==> config.mk <==
export PLATFORM = sky130hd
export DESIGN_NAME = cmr3d_ctrl
export DESIGN_NICKNAME = d
export VERILOG_FILES = /design/src/rtl/cmr3d_pkg.sv /design/src/rtl/cmr3d_ctrl.sv
export SDC_FILE = /design/constraint.sdc
export NUM_CORES = 1
export LEC_CHECK = 0
export BUFFER_PORTS_ARGS = -buffer_cell sky130_fd_sc_hd__buf_2
export CAP_MARGIN = 20
export CORE_MARGIN = 3
export CORE_UTILIZATION = 58
export DETAILED_ROUTE_END_ITERATION = 8
export GPL_ROUTABILITY_DRIVEN = 0
export PLACE_DENSITY = 0.85
export SLEW_MARGIN = 20
export SYNTH_ARGS = -nofsm -noshare
export SYNTH_HDL_FRONTEND = slang
export SYNTH_SLANG_ARGS = --single-unit
==> constraint.sdc <==
create_clock -name clk -period 3 [get_ports clk]
set_input_delay 0.15 -clock clk [delete_from_list [all_inputs] [get_ports clk]]
set_output_delay 0.15 -clock clk [all_outputs]
set_load 0.03 [all_outputs]
==> src/rtl/cmr3d_pkg.sv <==
// ----------------------------------------------------------------------------
// cmr3d_pkg
// Shared types and constants for the centroid and max-radius block: controller
// states, the controller-to-datapath command word and parameter defaults.
// ----------------------------------------------------------------------------
package cmr3d_pkg;

    localparam int MAX_POINTS_DEF  = 1024;
    localparam int COORD_WIDTH_DEF = 24;

    // cycles from the last store read until the running maximum is final
    localparam int DRAIN_CYCLES = 5;

    typedef enum logic [3:0] {
        ST_LOAD,
        ST_DIV_LOAD,
        ST_DIV,
        ST_CENTER,
        ST_SCAN,
        ST_DRAIN,
        ST_SQRT_LOAD,
        ST_SQRT,
        ST_DONE
    } state_t;

    typedef struct packed {
        logic accept;
        logic div_load;
        logic div_step;
        logic center_load;
        logic scan_issue;
        logic sqrt_load;
        logic sqrt_step;
        logic finish;
    } cmd_t;

endpackage

==> src/rtl/cmr3d_ctrl.sv <==
// ----------------------------------------------------------------------------
// cmr3d_ctrl
// Controller: sequences loading, division, the store scan, the drain, the
// square root and the result hand-off; owns the step counter and out_valid.
// ----------------------------------------------------------------------------
module cmr3d_ctrl #(
    parameter int MAX_POINTS  = cmr3d_pkg::MAX_POINTS_DEF,
    parameter int COORD_WIDTH = cmr3d_pkg::COORD_WIDTH_DEF,
    localparam int CNT_W  = $clog2(MAX_POINTS + 1),
    localparam int ADDR_W = (MAX_POINTS > 1) ? $clog2(MAX_POINTS) : 1
) (
    input  logic              clk,
    input  logic              rst_n,
    input  logic              in_valid,
    input  logic              last_point,
    input  logic              out_stall,
    input  logic [CNT_W-1:0]  count,
    output logic              in_stall,
    output logic              out_valid,
    output cmr3d_pkg::cmd_t   cmd,
    output logic [ADDR_W-1:0] scan_addr
);

    localparam int SUM_W = COORD_WIDTH + CNT_W;
    localparam int D2_W  = 2 * COORD_WIDTH + 2;
    localparam int SQ_W  = (D2_W > 64) ? 64 : D2_W;
    localparam int R_W   = (SQ_W + 1) / 2;
    localparam int CTR_W = (CNT_W > 7) ? CNT_W : 7;

    cmr3d_pkg::state_t state_reg;
    cmr3d_pkg::state_t state_next;
    logic [CTR_W-1:0]  ctr_reg;
    logic [CTR_W-1:0]  ctr_next;
    logic              out_valid_reg;
    logic              out_valid_next;
    logic              slot_free;

    assign slot_free = !out_valid_reg || !out_stall;

    always_comb
    begin
        state_next = state_reg;
        unique case (state_reg)
            cmr3d_pkg::ST_LOAD:
            begin
                if (in_valid && last_point)
                begin
                    state_next = cmr3d_pkg::ST_DIV_LOAD;
                end
            end
            cmr3d_pkg::ST_DIV_LOAD:
            begin
                state_next = cmr3d_pkg::ST_DIV;
            end
            cmr3d_pkg::ST_DIV:
            begin
                if (ctr_reg == CTR_W'(SUM_W - 1))
                begin
                    state_next = cmr3d_pkg::ST_CENTER;
                end
            end
            cmr3d_pkg::ST_CENTER:
            begin
                state_next = cmr3d_pkg::ST_SCAN;
            end
            cmr3d_pkg::ST_SCAN:
            begin
                if (ctr_reg == (CTR_W'(count) - CTR_W'(1)))
                begin
                    state_next = cmr3d_pkg::ST_DRAIN;
                end
            end
            cmr3d_pkg::ST_DRAIN:
            begin
                if (ctr_reg == CTR_W'(cmr3d_pkg::DRAIN_CYCLES - 1))
                begin
                    state_next = cmr3d_pkg::ST_SQRT_LOAD;
                end
            end
            cmr3d_pkg::ST_SQRT_LOAD:
            begin
                state_next = cmr3d_pkg::ST_SQRT;
            end
            cmr3d_pkg::ST_SQRT:
            begin
                if (ctr_reg == CTR_W'(R_W - 1))
                begin
                    state_next = cmr3d_pkg::ST_DONE;
                end
            end
            cmr3d_pkg::ST_DONE:
            begin
                if (slot_free)
                begin
                    state_next = cmr3d_pkg::ST_LOAD;
                end
            end
            default:
            begin
                state_next = cmr3d_pkg::ST_LOAD;
            end
        endcase
    end

    assign ctr_next = (state_next != state_reg) ? '0 : ctr_reg + 1'b1;

    always_comb
    begin
        cmd      = '0;
        in_stall = 1'b1;
        unique case (state_reg)
            cmr3d_pkg::ST_LOAD:
            begin
                in_stall   = 1'b0;
                cmd.accept = in_valid;
            end
            cmr3d_pkg::ST_DIV_LOAD:   cmd.div_load    = 1'b1;
            cmr3d_pkg::ST_DIV:        cmd.div_step    = 1'b1;
            cmr3d_pkg::ST_CENTER:     cmd.center_load = 1'b1;
            cmr3d_pkg::ST_SCAN:       cmd.scan_issue  = 1'b1;
            cmr3d_pkg::ST_DRAIN:      cmd             = '0;
            cmr3d_pkg::ST_SQRT_LOAD:  cmd.sqrt_load   = 1'b1;
            cmr3d_pkg::ST_SQRT:       cmd.sqrt_step   = 1'b1;
            cmr3d_pkg::ST_DONE:       cmd.finish      = slot_free;
            default:                  cmd             = '0;
        endcase
    end

    always_comb
    begin
        out_valid_next = out_valid_reg;
        if (cmd.finish)
        begin
            out_valid_next = 1'b1;
        end
        else if (out_valid_reg && !out_stall)
        begin
            out_valid_next = 1'b0;
        end
    end

    always_ff @(posedge clk or negedge rst_n)
    begin
        if (!rst_n)
        begin
            state_reg     <= cmr3d_pkg::ST_LOAD;
            ctr_reg       <= '0;
            out_valid_reg <= 1'b0;
        end
        else
        begin
            state_reg     <= state_next;
            ctr_reg       <= ctr_next;
            out_valid_reg <= out_valid_next;
        end
    end

    assign out_valid = out_valid_reg;
    assign scan_addr = ctr_reg[ADDR_W-1:0];

endmodule

Word level (Yosys, flattened, before mapping). Cells that the tools add are included.

Flip-flop bits (word level): 16. Bits of input ports: 16. Output and inout port bits: 20. Word-level logic and storage cells: 44.

Add/sub/neg operators: 2. Equality and inequality tests: 13. Muxes and demuxes: 19. Reduce and logical (&&, ||, !) cells: 7.

Operators with widths (count): 4-bit one-hot mux with 9 select lines (1); 4-bit 2-to-1 mux (6); 4-bit by 3-bit == test with 1-bit output (second input constant) (4); 11-bit by 1-bit adder with 11-bit output (second input constant) (1); 11-bit == test (1); 11-bit by 3-bit == test with 1-bit output (second input constant) (1); 11-bit by 5-bit == test with 1-bit output (second input constant) (1); 11-bit by 6-bit == test with 1-bit output (second input constant) (1); 1-bit 2-to-1 mux (11); 11-bit 2-to-1 mux (1); 11-bit by 1-bit subtractor with 11-bit output (second input constant) (1); 4-bit by 2-bit == test with 1-bit output (second input constant) (2); 4-bit by 1-bit == test with 1-bit output (second input constant) (1); 4-bit == test (second input constant) (1); 4-bit logical NOT (1); 4-bit inequality test (1); 1-bit logical AND (2); 1-bit logical NOT (2); 2-bit nonzero test (1); 1-bit logical OR (1).

Longest topological paths before layout. Gate-level depths: netlist of run 1.

Depth in word-level cells: 6. Mapped depth: 8. Gate-level depth less buffers: 7.

Worst setup path before layout of run 1. OpenSTA, ideal clock, no wires.

Path type: register -> register. Start point: reg state_reg[2]. End point: reg ctr_reg[1]. Setup time: 127 ps. Arrival time: 2437 ps. Required time: 2873 ps. Path slack: 436 ps. Cell stages (with the launch flop): 8. Path buffers: 2. Clock period less this slack: 2564 ps. Cells stage by stage: dfrtp_1 buf_2 inv_1 nor4_1 nand4_1 nor4_4 buf_4 a211oi_1.

Word-level cells in the longest chain between the ends: 4. Elaborated cells between the ends (all ways): 18. Those cells by class: 9 x eq/ne; 8 x mux; 1 x reduce/logical.

Ends and longest elaborated chain: from (decl) (RTL line cmr3d_ctrl.sv:30) `cmr3d_pkg::state_t state_reg;`; from (signal assigned) (RTL line cmr3d_ctrl.sv:146) `state_reg <= cmr3d_pkg::ST_LOAD;`; from (signal assigned) (RTL line cmr3d_ctrl.sv:152) `state_reg <= state_next;`; 4-bit == test (tied with other cells) (RTL line cmr3d_ctrl.sv:43) `unique case (state_reg)`; 4-bit one-hot mux with 9 select lines (RTL line cmr3d_ctrl.sv:43); 4-bit inequality test (*) (RTL line cmr3d_ctrl.sv:105) `assign ctr_next = (state_next != state_reg) ? '0 : ctr_reg + 1'b1;`; 11-bit 2-to-1 mux (*) (RTL line cmr3d_ctrl.sv:105); net ctr_next[1] (RTL line cmr3d_ctrl.sv:33) `logic [CTR_W-1:0] ctr_next;`; to (signal assigned) (RTL line cmr3d_ctrl.sv:153) `ctr_reg <= ctr_next;`; to (decl) (RTL line cmr3d_ctrl.sv:32) `logic [CTR_W-1:0] ctr_reg;`.

The timed path passes the listed nets; every way through them passes the cells marked *. A chain may end at the register's enable or synchronous reset.

Worst setup path in the final report of run 1.
Start point: reg ctr_reg[8]. End point: reg ctr_reg[7].

Word-level cells in the longest chain between the ends: 5. Elaborated cells between the ends (all ways): 11. Those cells by class: 5 x eq/ne; 6 x mux.

Ends and longest elaborated chain: 11-bit by 5-bit == test with 1-bit output (tied with other cells) (RTL line cmr3d_ctrl.sv:86) `if (ctr_reg == CTR_W'(R_W - 1))`; 4-bit 2-to-1 mux (on tied branches); 4-bit one-hot mux with 9 select lines (*) (RTL line cmr3d_ctrl.sv:43); 4-bit inequality test (*) (RTL line cmr3d_ctrl.sv:105); 11-bit 2-to-1 mux (*) (RTL line cmr3d_ctrl.sv:105); net ctr_next[7] (RTL line cmr3d_ctrl.sv:33).

Marks and branches as above.

==> results of run 1 <==
worst max-delay path, cell delays in order, from the launching register on:
cell and delay (ns):
sky130_fd_sc_hd__dfrtp_1 0.51, sky130_fd_sc_hd__or4_4 0.58, sky130_fd_sc_hd__nor4_4 0.39, sky130_fd_sc_hd__o211ai_1 0.13, sky130_fd_sc_hd__nand4_1 0.40, sky130_fd_sc_hd__a211oi_1 0.11
report_power, final:
part           leakage, nW  switching [mW]  total, mW  internal (mW)
sequential           0.210          0.0323      0.260          0.227
clock               0.0210          0.0725      0.146         0.0740
combinational        0.545           0.106      0.179         0.0730
area by class of cell:
class                      count  area, sq um  share of cell area
timing repair buffer          37          193               0.116
sequential                    16          400               0.240
clock buffer                   4         36.3              0.0218
multi-input combinational    137          961               0.577
tap                           30         37.5              0.0225
inverter                      10         37.5              0.0225
routing by layer:
layer | global-route usage | vias up | routed length, um | share of wire
met1 | 0.357 | 713 | 1720 | 0.43
met4 | 0.132 | 0 | 138 | 0.035
li1 | - | 703 | - | -
met2 | 0.392 | 65 | 1860 | 0.47
met3 | 0.0423 | 15 | 270 | 0.068
met5 | 0 | - | 0 | 0
how the worst max path moves through the flow:
stage / end / slack (ns) / cells past startpoint
3_3_place_gp: ctr_reg[3]$_DFF_PN0_ / 0.70 / 8
6_report: ctr_reg[7]$_DFF_PN0_ / 0.72 / 5
5_1_grt: ctr_reg[7]$_DFF_PN0_ / 0.58 / 5
4_1_cts: ctr_reg[7]$_DFF_PN0_ / 0.73 / 5
3_5_place_dp: ctr_reg[7]$_DFF_PN0_ / 0.60 / 8
2_1_floorplan: ctr_reg[1]$_DFF_PN0_ / 0.44 / 7
kinds of logic after synthesis:
| family | after synthesis |
|---|---|
| mux | 1 |
| fa+ha+maj | 4 |
| xor+xnor | 20 |
| flops | 16 |
| buf+inv | 32 |
| compound gates | 38 |
| simple gates | 74 |
layout by cell type, fill, tap and decap left out, drive strengths merged, types with 2 or more instances in the layout:
master and count:
a211oi 12, a21oi 4, and3 4, buf 36, clkbuf 4, dfrtp 16
ha 4, inv 10, nand2 11, nand2b 2, nand3 10, nand4 4
nor2 13, nor2b 3, nor3 8, nor3b 3, nor4 4, o211ai 5
o21ai 4, or2 4, or4 3, or4bb 2, xnor2 9, xor2 11
what timing repair did:
item / CTS / global route
hold buffers: 1 / 0
setup buffers: 0 / 0
hold endpoints to repair: 16 / 0
endpoints found under the setup margin: 0 / 0
==> results_tabular.tex, run 1 <==
\begin{tabular}{lr}
\hline
Metric & Value \\
\hline
\multicolumn{2}{l}{\textbf{Floorplanning}} \\
\# IOs & 36 \\
Effective utilization at floorplan & 0.619 \\
Height of the chip & 57.7 um \\
Die boundary width & 57.7 um \\
Row cnt & 18 \\
Core area & 0.00250 sq mm \\
Total Die Area & 0.00332 sq mm \\
\multicolumn{2}{l}{\textbf{GRT}} \\
Total grt overflow & 0 \\
Vias in the first global route & 1380 \\
First-pass GRT wire length & 6690 um \\
Overall fraction of global-route tracks in use & 0.259 \\
Maximum number of pins on one net before global-route repair & 17 \\
Initial antenna violation count & 0 \\
\multicolumn{2}{l}{\textbf{Clocking}} \\
Maximum count of clock buffers along a single path & 2 \\
Reg clk slew, reported paths & 0.10 ns \\
H-tree levels & 1 \\
Num CTS Buffers & 3 \\
CTS root buf & sky130\_fd\_sc\_hd\_\_clkbuf\_4 \\
Number of clock sinks & 16 \\
Cells resized by post-CTS repair & 0 \\
Worst skew pair latency & 0.29 ns \\
TritonCTS clock tree & built \\
\multicolumn{2}{l}{\textbf{Synth}} \\
Share of the synthesized area in the top cell type & 0.259 \\
Proportion of synthesized area in mux cells & 0.00728 \\
\#FFs+latches synth & 16 \\
Adder-cell share of the synthesized area & 0.0323 \\
Most common flop cell mapped by yosys & sky130\_fd\_sc\_hd\_\_dfrtp\_1 \\
Dominant cell type by area after synthesis & sky130\_fd\_sc\_hd\_\_dfrtp\_1 \\
Largest family of logic cells by synthesized area & simple AND/OR/NAND/NOR gates \\
Simple-gate share of the synthesized area & 0.288 \\
Average size of a mapped cell & 8.37 sq um \\
EDFF count, synth & 0 \\
Compound-Gate Fraction of Synth Area & 0.180 \\
Top post-synthesis cells by count & sky130\_fd\_sc\_hd\_\_dfrtp\_1 (16), sky130\_fd\_sc\_hd\_\_buf\_4 (13), sky130\_fd\_sc\_hd\_\_nor2\_1 (13), sky130\_fd\_sc\_hd\_\_a211oi\_1 (12) \\
Seq/Total Area, Yosys & 0.259 \\
Gate Count Post-Synth & 185 \\
Async set-or-reset flop fraction in the synthesized netlist & 1.00 \\
Netlist area before placement & 0.00155 sq mm \\
Cells taking the most area after synthesis & sky130\_fd\_sc\_hd\_\_dfrtp\_1 (26\%), sky130\_fd\_sc\_hd\_\_buf\_4 (6.3\%), sky130\_fd\_sc\_hd\_\_xor2\_1 (6.2\%), sky130\_fd\_sc\_hd\_\_a211oi\_1 (5.8\%), sky130\_fd\_sc\_hd\_\_xnor2\_1 (5.1\%) \\
XOR/XNOR Fraction of Synth Area & 0.113 \\
Count leader, synth & sky130\_fd\_sc\_hd\_\_dfrtp\_1 \\
Synth Net Count & 205 \\
Yosys warnings & 0 \\
Unique masters post-synth & 48 \\
\multicolumn{2}{l}{\textbf{Detailed routing}} \\
DRC marker count from the first detailed-route iteration & 104 \\
Vias per inst & 6.39 \\
Routed WL per cell & 17.1 um \\
Detailed-route via count & 1496 \\
Number of iterations in the first detailed-routing pass & 4 \\
Count of unresolved DRC violations after routing & 0 \\
WL final & 3990 um \\
Number of antenna-violating nets in the routed design & 0 \\
\multicolumn{2}{l}{\textbf{Pwr}} \\
Power Total & 0.585 mW \\
Power density cells & 351 mW/mm\^{}2 \\
Maximum ir drop on the vdd rail & 274 uV \\
Pleak & 0.775 nW \\
\multicolumn{2}{l}{\textbf{Worst hold path}} \\
Beginning of the worst hold path & out\_stall \\
Endpoint of the worst hold path & out\_valid\$\_DFFE\_PN0P\_ \\
Class of the tightest hold or removal check & in -> reg \\
Hold Crit Depth & 3 \\
\multicolumn{2}{l}{\textbf{Finish}} \\
Final std cell area, no fill & 0.00167 sq mm \\
Antenna diode count & 0 \\
Signed area change from the synthesized netlist to the final layout & 7.60\% \\
Utilization after layout & 0.666 \\
Number of nets at the end of the flow & 225 \\
Share of final-layout standard cells stronger than drive strength 1 & 0.240 \\
Number of flip-flops in the largest register & 11 \\
Fill cell total of the finished layout & 216 \\
Number of standard cells in the layout, taps in and fillers out & 234 \\
\multicolumn{2}{l}{\textbf{Placement}} \\
Half-perimeter wire length of the detailed placement result & 2960 um \\
Placed Area & 0.00162 sq mm \\
Input/output buffers & 35 \\
Placed cells & 229 \\
Worst setup slack before clock tree synthesis & 0.600 ns \\
\multicolumn{2}{l}{\textbf{Timing}} \\
Time the final worst path needs with I/O delays and setup & 2.28 ns \\
Max Freq & 439 MHz \\
Count of final setup violators & 0 \\
Max transition margin & 0.544 \\
Setup TNS & 0 ns \\
Tightest Pin Transition & 0.680 ns \\
Worst clock skew & 0.00730 ns \\
RSZ-0062 raised after global routing & false \\
Final period util & 0.760 \\
Smallest setup slack after layout & 0.721 ns \\
Number of hold-slack violations in the final timing report & 0 \\
Max-slew violations & 0 \\
Final-layout worst hold slack & 0.106 ns \\
\multicolumn{2}{l}{\textbf{Flow run}} \\
Max-cap violations & 0 \\
\multicolumn{2}{l}{\textbf{Worst setup path}} \\
Flop2flop setup slack & 0.72 ns \\
Required arrival time at the worst endpoint & 3.14 ns \\
Reg-to-reg critical path endpoint & ctr\_reg[7]\$\_DFF\_PN0\_ \\
Critical path class & reg -> reg \\
Kind of start point of the critical path & flop \\
Sort of element at the end of the critical path & flop \\
Maximum fanout along the worst path & 11 \\
R2R depth & 5 \\
Crit path launch & ctr\_reg[8]\$\_DFF\_PN0\_ \\
Arrival @ worst endpoint & 2.42 ns \\
Reg-to-reg critical path startpoint & ctr\_reg[8]\$\_DFF\_PN0\_ \\
\multicolumn{2}{l}{\textbf{Outcome}} \\
Run status & finished clean \\
\hline
\end{tabular}
No activity file was read; power rests on OpenSTA's default activity.
==> inputs of run 2 (changes only) <==
Settings changed: CORE_UTILIZATION 58 to 49, PLACE_DENSITY 0.85 to 0.77.
Clock period 3 ns to 2 ns, I/O delays scaled along.
==> run 2 against run 1 <==
Final cell count increased by 14%. Worst hold slack got worse by 0.018 ns. Non-clock buffer count rose by 20. Count of clock-buffer cells in the layout unchanged. Core utilization decreased by 1.6 points.
==> results_tabular.tex, run 2 (synthesis results as in run 1) <==
\begin{tabular}{lr}
\hline
Metric & Value \\
\hline
\multicolumn{2}{l}{\textbf{Floorplanning}} \\
Height of the chip & 62.2 um \\
Total Die Area & 0.00387 sq mm \\
Row cnt & 19 \\
Effective utilization at floorplan & 0.538 \\
Core area & 0.00288 sq mm \\
\# IOs & 36 \\
Die boundary width & 62.2 um \\
\multicolumn{2}{l}{\textbf{Pwr}} \\
Pleak & 0.888 nW \\
Maximum ir drop on the vdd rail & 552 uV \\
Power density cells & 491 mW/mm\^{}2 \\
\multicolumn{2}{l}{\textbf{Placement}} \\
Half-perimeter wire length of the detailed placement result & 3100 um \\
Worst setup slack before clock tree synthesis & 0.0152 ns \\
Placed Area & 0.00180 sq mm \\
Input/output buffers & 35 \\
\multicolumn{2}{l}{\textbf{Timing}} \\
Number of hold-slack violations in the final timing report & 0 \\
Time the final worst path needs with I/O delays and setup & 1.93 ns \\
Worst clock skew & 0.00354 ns \\
Max transition margin & 0.708 \\
Final period util & 0.965 \\
Max Freq & 518 MHz \\
Tightest Pin Transition & 0.437 ns \\
Smallest setup slack after layout & 0.0705 ns \\
Count of final setup violators & 0 \\
Final-layout worst hold slack & 0.0881 ns \\
Max-slew violations & 0 \\
RSZ-0062 raised after global routing & true \\
Setup TNS & 0 ns \\
\multicolumn{2}{l}{\textbf{Finish}} \\
Number of nets at the end of the flow & 245 \\
Final std cell area, no fill & 0.00187 sq mm \\
Commonest cells after routing, fill and taps aside & sky130\_fd\_sc\_hd\_\_buf\_2 (35), sky130\_fd\_sc\_hd\_\_buf\_4 (20), sky130\_fd\_sc\_hd\_\_nor2\_1 (13), sky130\_fd\_sc\_hd\_\_dfrtp\_1 (13), sky130\_fd\_sc\_hd\_\_a211oi\_1 (12) \\
Most common library cell in the layout ignoring fill and taps & sky130\_fd\_sc\_hd\_\_buf\_2 \\
Signed area change from the synthesized netlist to the final layout & 20.8\% \\
Number of flip-flops in the largest register & 11 \\
Share of final-layout standard cells stronger than drive strength 1 & 0.335 \\
Utilization after layout & 0.650 \\
Antenna diode count & 0 \\
\multicolumn{2}{l}{\textbf{Clocking}} \\
Number of clock sinks & 16 \\
Num CTS Buffers & 3 \\
Worst skew pair latency & 0.28 ns \\
Reg clk slew, reported paths & 0.09 ns \\
CTS root buf & sky130\_fd\_sc\_hd\_\_clkbuf\_4 \\
TritonCTS clock tree & built \\
Maximum count of clock buffers along a single path & 2 \\
H-tree levels & 1 \\
\multicolumn{2}{l}{\textbf{Detailed routing}} \\
Count of unresolved DRC violations after routing & 0 \\
DRC marker count from the first detailed-route iteration & 144 \\
WL final & 4040 um \\
Number of iterations in the first detailed-routing pass & 4 \\
Routed WL per cell & 15.2 um \\
Number of antenna-violating nets in the routed design & 0 \\
Detailed-route via count & 1531 \\
Vias per inst & 5.76 \\
\multicolumn{2}{l}{\textbf{Worst hold path}} \\
Class of the tightest hold or removal check & in -> reg \\
\multicolumn{2}{l}{\textbf{GRT}} \\
First-pass GRT wire length & 7220 um \\
Vias in the first global route & 1560 \\
Maximum number of pins on one net before global-route repair & 17 \\
Initial antenna violation count & 0 \\
Overall fraction of global-route tracks in use & 0.219 \\
Total grt overflow & 0 \\
\multicolumn{2}{l}{\textbf{Outcome}} \\
Run status & finished clean \\
\multicolumn{2}{l}{\textbf{Worst setup path}} \\
Sort of element at the end of the critical path & flop \\
Required arrival time at the worst endpoint & 2.16 ns \\
Arrival @ worst endpoint & 2.09 ns \\
Kind of start point of the critical path & flop \\
Maximum fanout along the worst path & 12 \\
Critical path class & reg -> reg \\
\multicolumn{2}{l}{\textbf{Flow run}} \\
Max-cap violations & 0 \\
\hline
\end{tabular}
-- run 2: cell types whose count changed in the layout (fill, tap and decap cells not counted), sizes merged --
cell  before  now
buf       36   56
-- run 2: where the power goes --
group | total, mW | switching (mW) | internal [mW]
sequential | 0.364 | 0.0215 | 0.343
clock | 0.212 | 0.101 | 0.111
combinational | 0.343 | 0.200 | 0.142
total | 0.919 | 0.323 | 0.595
-- run 2: per-layer routing --
metal  GRT usage  vias up  wire length, um
met3      0.0486       10              211
met1       0.293      737             1810
met5           0        -                0
met2       0.356       45             1940
met4      0.0608        0               77
li1            -      739                -
-- run 2: timing repair --
action                     4_1_cts  5_1_grt
setup endpoints to repair        0       12
setup buffers                    0        1
gates resized for setup          0        5
hold endpoints to repair        16        0
hold buffers                     1        0
-- run 2: stage by stage --
stage                     instances  power [mW]
after global routing            266       0.977
after detailed placement        260       0.702
final                           266       0.919
after CTS                       265       0.920
after global placement          260       0.691
after floorplan                 185       0.610
-- run 2: path summary, 6_finish.rpt --
kind,startpoint,cells after the start,slack [ns],to
max,ctr_reg[2]$_DFF_PN0_,6,0.07,ctr_reg[5]$_DFF_PN0_
min in group asynchronous,rst_n,2,0.25,state_reg[2]$_DFF_PN0_
min reg2reg,out_valid$_DFFE_PN0P_,2,0.57,out_valid$_DFFE_PN0P_
max reg2reg,ctr_reg[2]$_DFF_PN0_,6,0.07,ctr_reg[5]$_DFF_PN0_
max in group asynchronous,rst_n,2,1.46,ctr_reg[2]$_DFF_PN0_
min,out_stall,3,0.09,out_valid$_DFFE_PN0P_
-- run 2: cell type report --
type	count	area, sq um
clock buffers	4	36.3
repair buffers	57	355
multi-input cells	137	983
flip-flops and latches	16	404
well taps	42	52.6
fillers	242	1010
inverters	10	37.5
-- run 2: critical path, cell delays in order, from the launching register on --
cell	delay [ns]
sky130_fd_sc_hd__dfrtp_2	0.48
sky130_fd_sc_hd__nor2b_1	0.15
sky130_fd_sc_hd__or3_1	0.35
sky130_fd_sc_hd__a31o_1	0.25
sky130_fd_sc_hd__nor4_4	0.26
sky130_fd_sc_hd__buf_4	0.22
sky130_fd_sc_hd__a211oi_1	0.09
==> inputs of run 3 (changes only) <==
--- a/config.mk
+++ b/config.mk
@@ -12,4 +12,5 @@
 export DETAILED_ROUTE_END_ITERATION = 8
 export GPL_ROUTABILITY_DRIVEN = 0
+export MAX_ROUTING_LAYER = met4
 export PLACE_DENSITY = 0.77
 export SLEW_MARGIN = 20
==> constraint.sdc (replaced) <==
create_clock -name clk -period 2 [get_ports clk]
set_input_delay 0.4 -clock clk [delete_from_list [all_inputs] [get_ports clk]]
set_output_delay 0.4 -clock clk [all_outputs]
set_load 0.03 [all_outputs]
==> run 3 against run 2 <==
The flow now finishes with violations (negative setup slack). Sequential power about the same. Core utilization up 3.9 points. First-iteration DRC count down 19%. Non-clock buffer count up 11. Fmax down 6.6%.
==> results_tabular.tex, run 3 (synthesis results as in run 1) <==
\begin{tabular}{lr}
\hline
Metric & Value \\
\hline
\multicolumn{2}{l}{\textbf{Placement}} \\
Half-perimeter wire length of the detailed placement result & 3260 um \\
Input/output buffers & 35 \\
Placed Area & 0.00185 sq mm \\
\multicolumn{2}{l}{\textbf{Detailed routing}} \\
Vias per inst & 5.78 \\
Number of iterations in the first detailed-routing pass & 5 \\
Routed WL per cell & 16.4 um \\
Detailed-route via count & 1602 \\
WL final & 4550 um \\
Number of antenna-violating nets in the routed design & 0 \\
Count of unresolved DRC violations after routing & 0 \\
DRC marker count from the first detailed-route iteration & 117 \\
\multicolumn{2}{l}{\textbf{Finish}} \\
Final std cell area, no fill & 0.00198 sq mm \\
Most common library cell in the layout ignoring fill and taps & sky130\_fd\_sc\_hd\_\_buf\_2 \\
Utilization after layout & 0.689 \\
Fill cell total of the finished layout & 226 \\
Signed area change from the synthesized netlist to the final layout & 28.1\% \\
Antenna diode count & 0 \\
Commonest cells after routing, fill and taps aside & sky130\_fd\_sc\_hd\_\_buf\_2 (35), sky130\_fd\_sc\_hd\_\_buf\_4 (31), sky130\_fd\_sc\_hd\_\_nor2\_1 (12), sky130\_fd\_sc\_hd\_\_a211oi\_1 (12), sky130\_fd\_sc\_hd\_\_dfrtp\_1 (12) \\
Number of flip-flops in the largest register & 11 \\
Share of final-layout standard cells stronger than drive strength 1 & 0.387 \\
Number of nets at the end of the flow & 256 \\
\multicolumn{2}{l}{\textbf{Floorplanning}} \\
Core area & 0.00288 sq mm \\
Total Die Area & 0.00387 sq mm \\
Row cnt & 19 \\
Height of the chip & 62.2 um \\
\# IOs & 36 \\
Die boundary width & 62.2 um \\
Effective utilization at floorplan & 0.538 \\
\multicolumn{2}{l}{\textbf{Pwr}} \\
Cell-internal power & 0.623 mW \\
Maximum ir drop on the vdd rail & 430 uV \\
Combinational cell fraction of total power & 0.396 \\
Net switching power figure & 0.357 mW \\
Sw frac & 0.364 \\
Power density cells & 494 mW/mm\^{}2 \\
Register share of total power & 0.372 \\
Clock power frac & 0.232 \\
Pleak & 0.949 nW \\
\multicolumn{2}{l}{\textbf{Timing}} \\
Time the final worst path needs with I/O delays and setup & 2.07 ns \\
Max-slew violations & 0 \\
Count of final setup violators & 5 \\
Final period util & 1.03 \\
Number of hold-slack violations in the final timing report & 0 \\
RSZ-0062 raised after global routing & true \\
Smallest setup slack after layout & -0.0658 ns \\
Tightest Pin Transition & 0.371 ns \\
Max transition margin & 0.750 \\
Worst clock skew & 0.0158 ns \\
Max Freq & 484 MHz \\
\multicolumn{2}{l}{\textbf{GRT}} \\
Overall fraction of global-route tracks in use & 0.230 \\
Maximum number of pins on one net before global-route repair & 17 \\
Vias in the first global route & 1540 \\
First-pass GRT wire length & 7070 um \\
Total grt overflow & 0 \\
Initial antenna violation count & 0 \\
\multicolumn{2}{l}{\textbf{Worst setup path}} \\
Capture point of the critical path & ctr\_reg[7]\$\_DFF\_PN0\_ \\
Critical path class & reg -> reg \\
Reg-to-reg critical path startpoint & state\_reg[2]\$\_DFF\_PN0\_ \\
Maximum fanout along the worst path & 11 \\
Crit path launch & state\_reg[2]\$\_DFF\_PN0\_ \\
Flop2flop setup slack & -0.07 ns \\
Required arrival time at the worst endpoint & 2.19 ns \\
Kind of start point of the critical path & flop \\
Arrival @ worst endpoint & 2.26 ns \\
Reg-to-reg critical path endpoint & ctr\_reg[7]\$\_DFF\_PN0\_ \\
R2R depth & 6 \\
Sort of element at the end of the critical path & flop \\
\multicolumn{2}{l}{\textbf{Flow run}} \\
Max-cap violations & 0 \\
\multicolumn{2}{l}{\textbf{Clocking}} \\
Reg clk slew, reported paths & 0.11 ns \\
H-tree levels & 1 \\
Worst skew pair latency & 0.31 ns \\
TritonCTS clock tree & built \\
Num CTS Buffers & 3 \\
Maximum count of clock buffers along a single path & 2 \\
CTS root buf & sky130\_fd\_sc\_hd\_\_clkbuf\_4 \\
Number of clock sinks & 16 \\
\multicolumn{2}{l}{\textbf{Outcome}} \\
Run status & finished with violations \\
Failing checks & negative setup slack \\
\multicolumn{2}{l}{\textbf{Worst hold path}} \\
Class of the tightest hold or removal check & in -> reg \\
\hline
\end{tabular}
-- run 3: per-layer routing --
| metal | GRT usage | up-vias | wire, um |
|---|---|---|---|
| met5 | - | - | 0 |
| met4 | 0.0663 | 0 | 109 |
| met3 | 0.0432 | 13 | 296 |
| met2 | 0.382 | 69 | 2290 |
| met1 | 0.288 | 760 | 1840 |
| li1 | - | 760 | - |
-- run 3: power groups by stage --
stage,clock (mW),combinational [mW],sequential (mW)
after global routing,0.246,0.419,0.366
final,0.228,0.388,0.364
after global placement,0,0.336,0.366
after floorplan,0,0.238,0.372
after CTS,0.228,0.350,0.362
after detailed placement,0,0.348,0.369
-- run 3: how the worst min path moves through the flow --
stage	from	end	cells past startpoint
after global routing	out_stall	out_valid$_DFFE_PN0P_	3
after global placement	rst_n	state_reg[2]$_DFF_PN0_	1
after CTS	out_stall	out_valid$_DFFE_PN0P_	3
after floorplan	rst_n	ctr_reg[0]$_DFF_PN0_	0
final	out_stall	out_valid$_DFFE_PN0P_	3
after detailed placement	rst_n	state_reg[2]$_DFF_PN0_	1
-- run 3: worst max-delay path: stages, from the launching register on --
cell	delay, ns
sky130_fd_sc_hd__dfrtp_2	0.49
sky130_fd_sc_hd__inv_1	0.26
sky130_fd_sc_hd__o21ai_0	0.15
sky130_fd_sc_hd__o21ai_0	0.35
sky130_fd_sc_hd__nand4_1	0.22
sky130_fd_sc_hd__buf_12	0.20
sky130_fd_sc_hd__a211oi_1	0.27
-- run 3: layout make-up --
| type | instances | area, sq um | area share |
|---|---|---|---|
| Multi-Input combinational cell | 137 | 1010 | 0.511 |
| Timing Repair Buffer | 68 | 438 | 0.221 |
| Sequential cell | 16 | 405 | 0.205 |
| Tap cell | 42 | 52.6 | 0.0265 |
| Inverter | 10 | 37.5 | 0.0189 |
| Clock buffer | 4 | 36.3 | 0.0183 |
-- run 3: per-stage QoR --
stage                     hold WS (ns)  total power [mW]  setup TNS (ns)  std cells  setup slack, ns
after floorplan                  0.104             0.610               0        185           0.0163
after CTS                        0.358             0.941               0        271           0.0126
after detailed placement         0.329             0.717           -1.61        266           -0.214
after global routing             0.377              1.03          -0.929        277           -0.150
final                            0.361             0.980          -0.118        277          -0.0658
after global placement           0.324             0.703          -0.598        266          -0.0541
-- run 3: repair_timing --
item	4_1_cts	5_1_grt
gates resized for setup	1	11
setup buffers	0	6
hold buffers	1	0
hold endpoints to repair	16	0
pin swaps	1	3
setup endpoints to repair	12	16
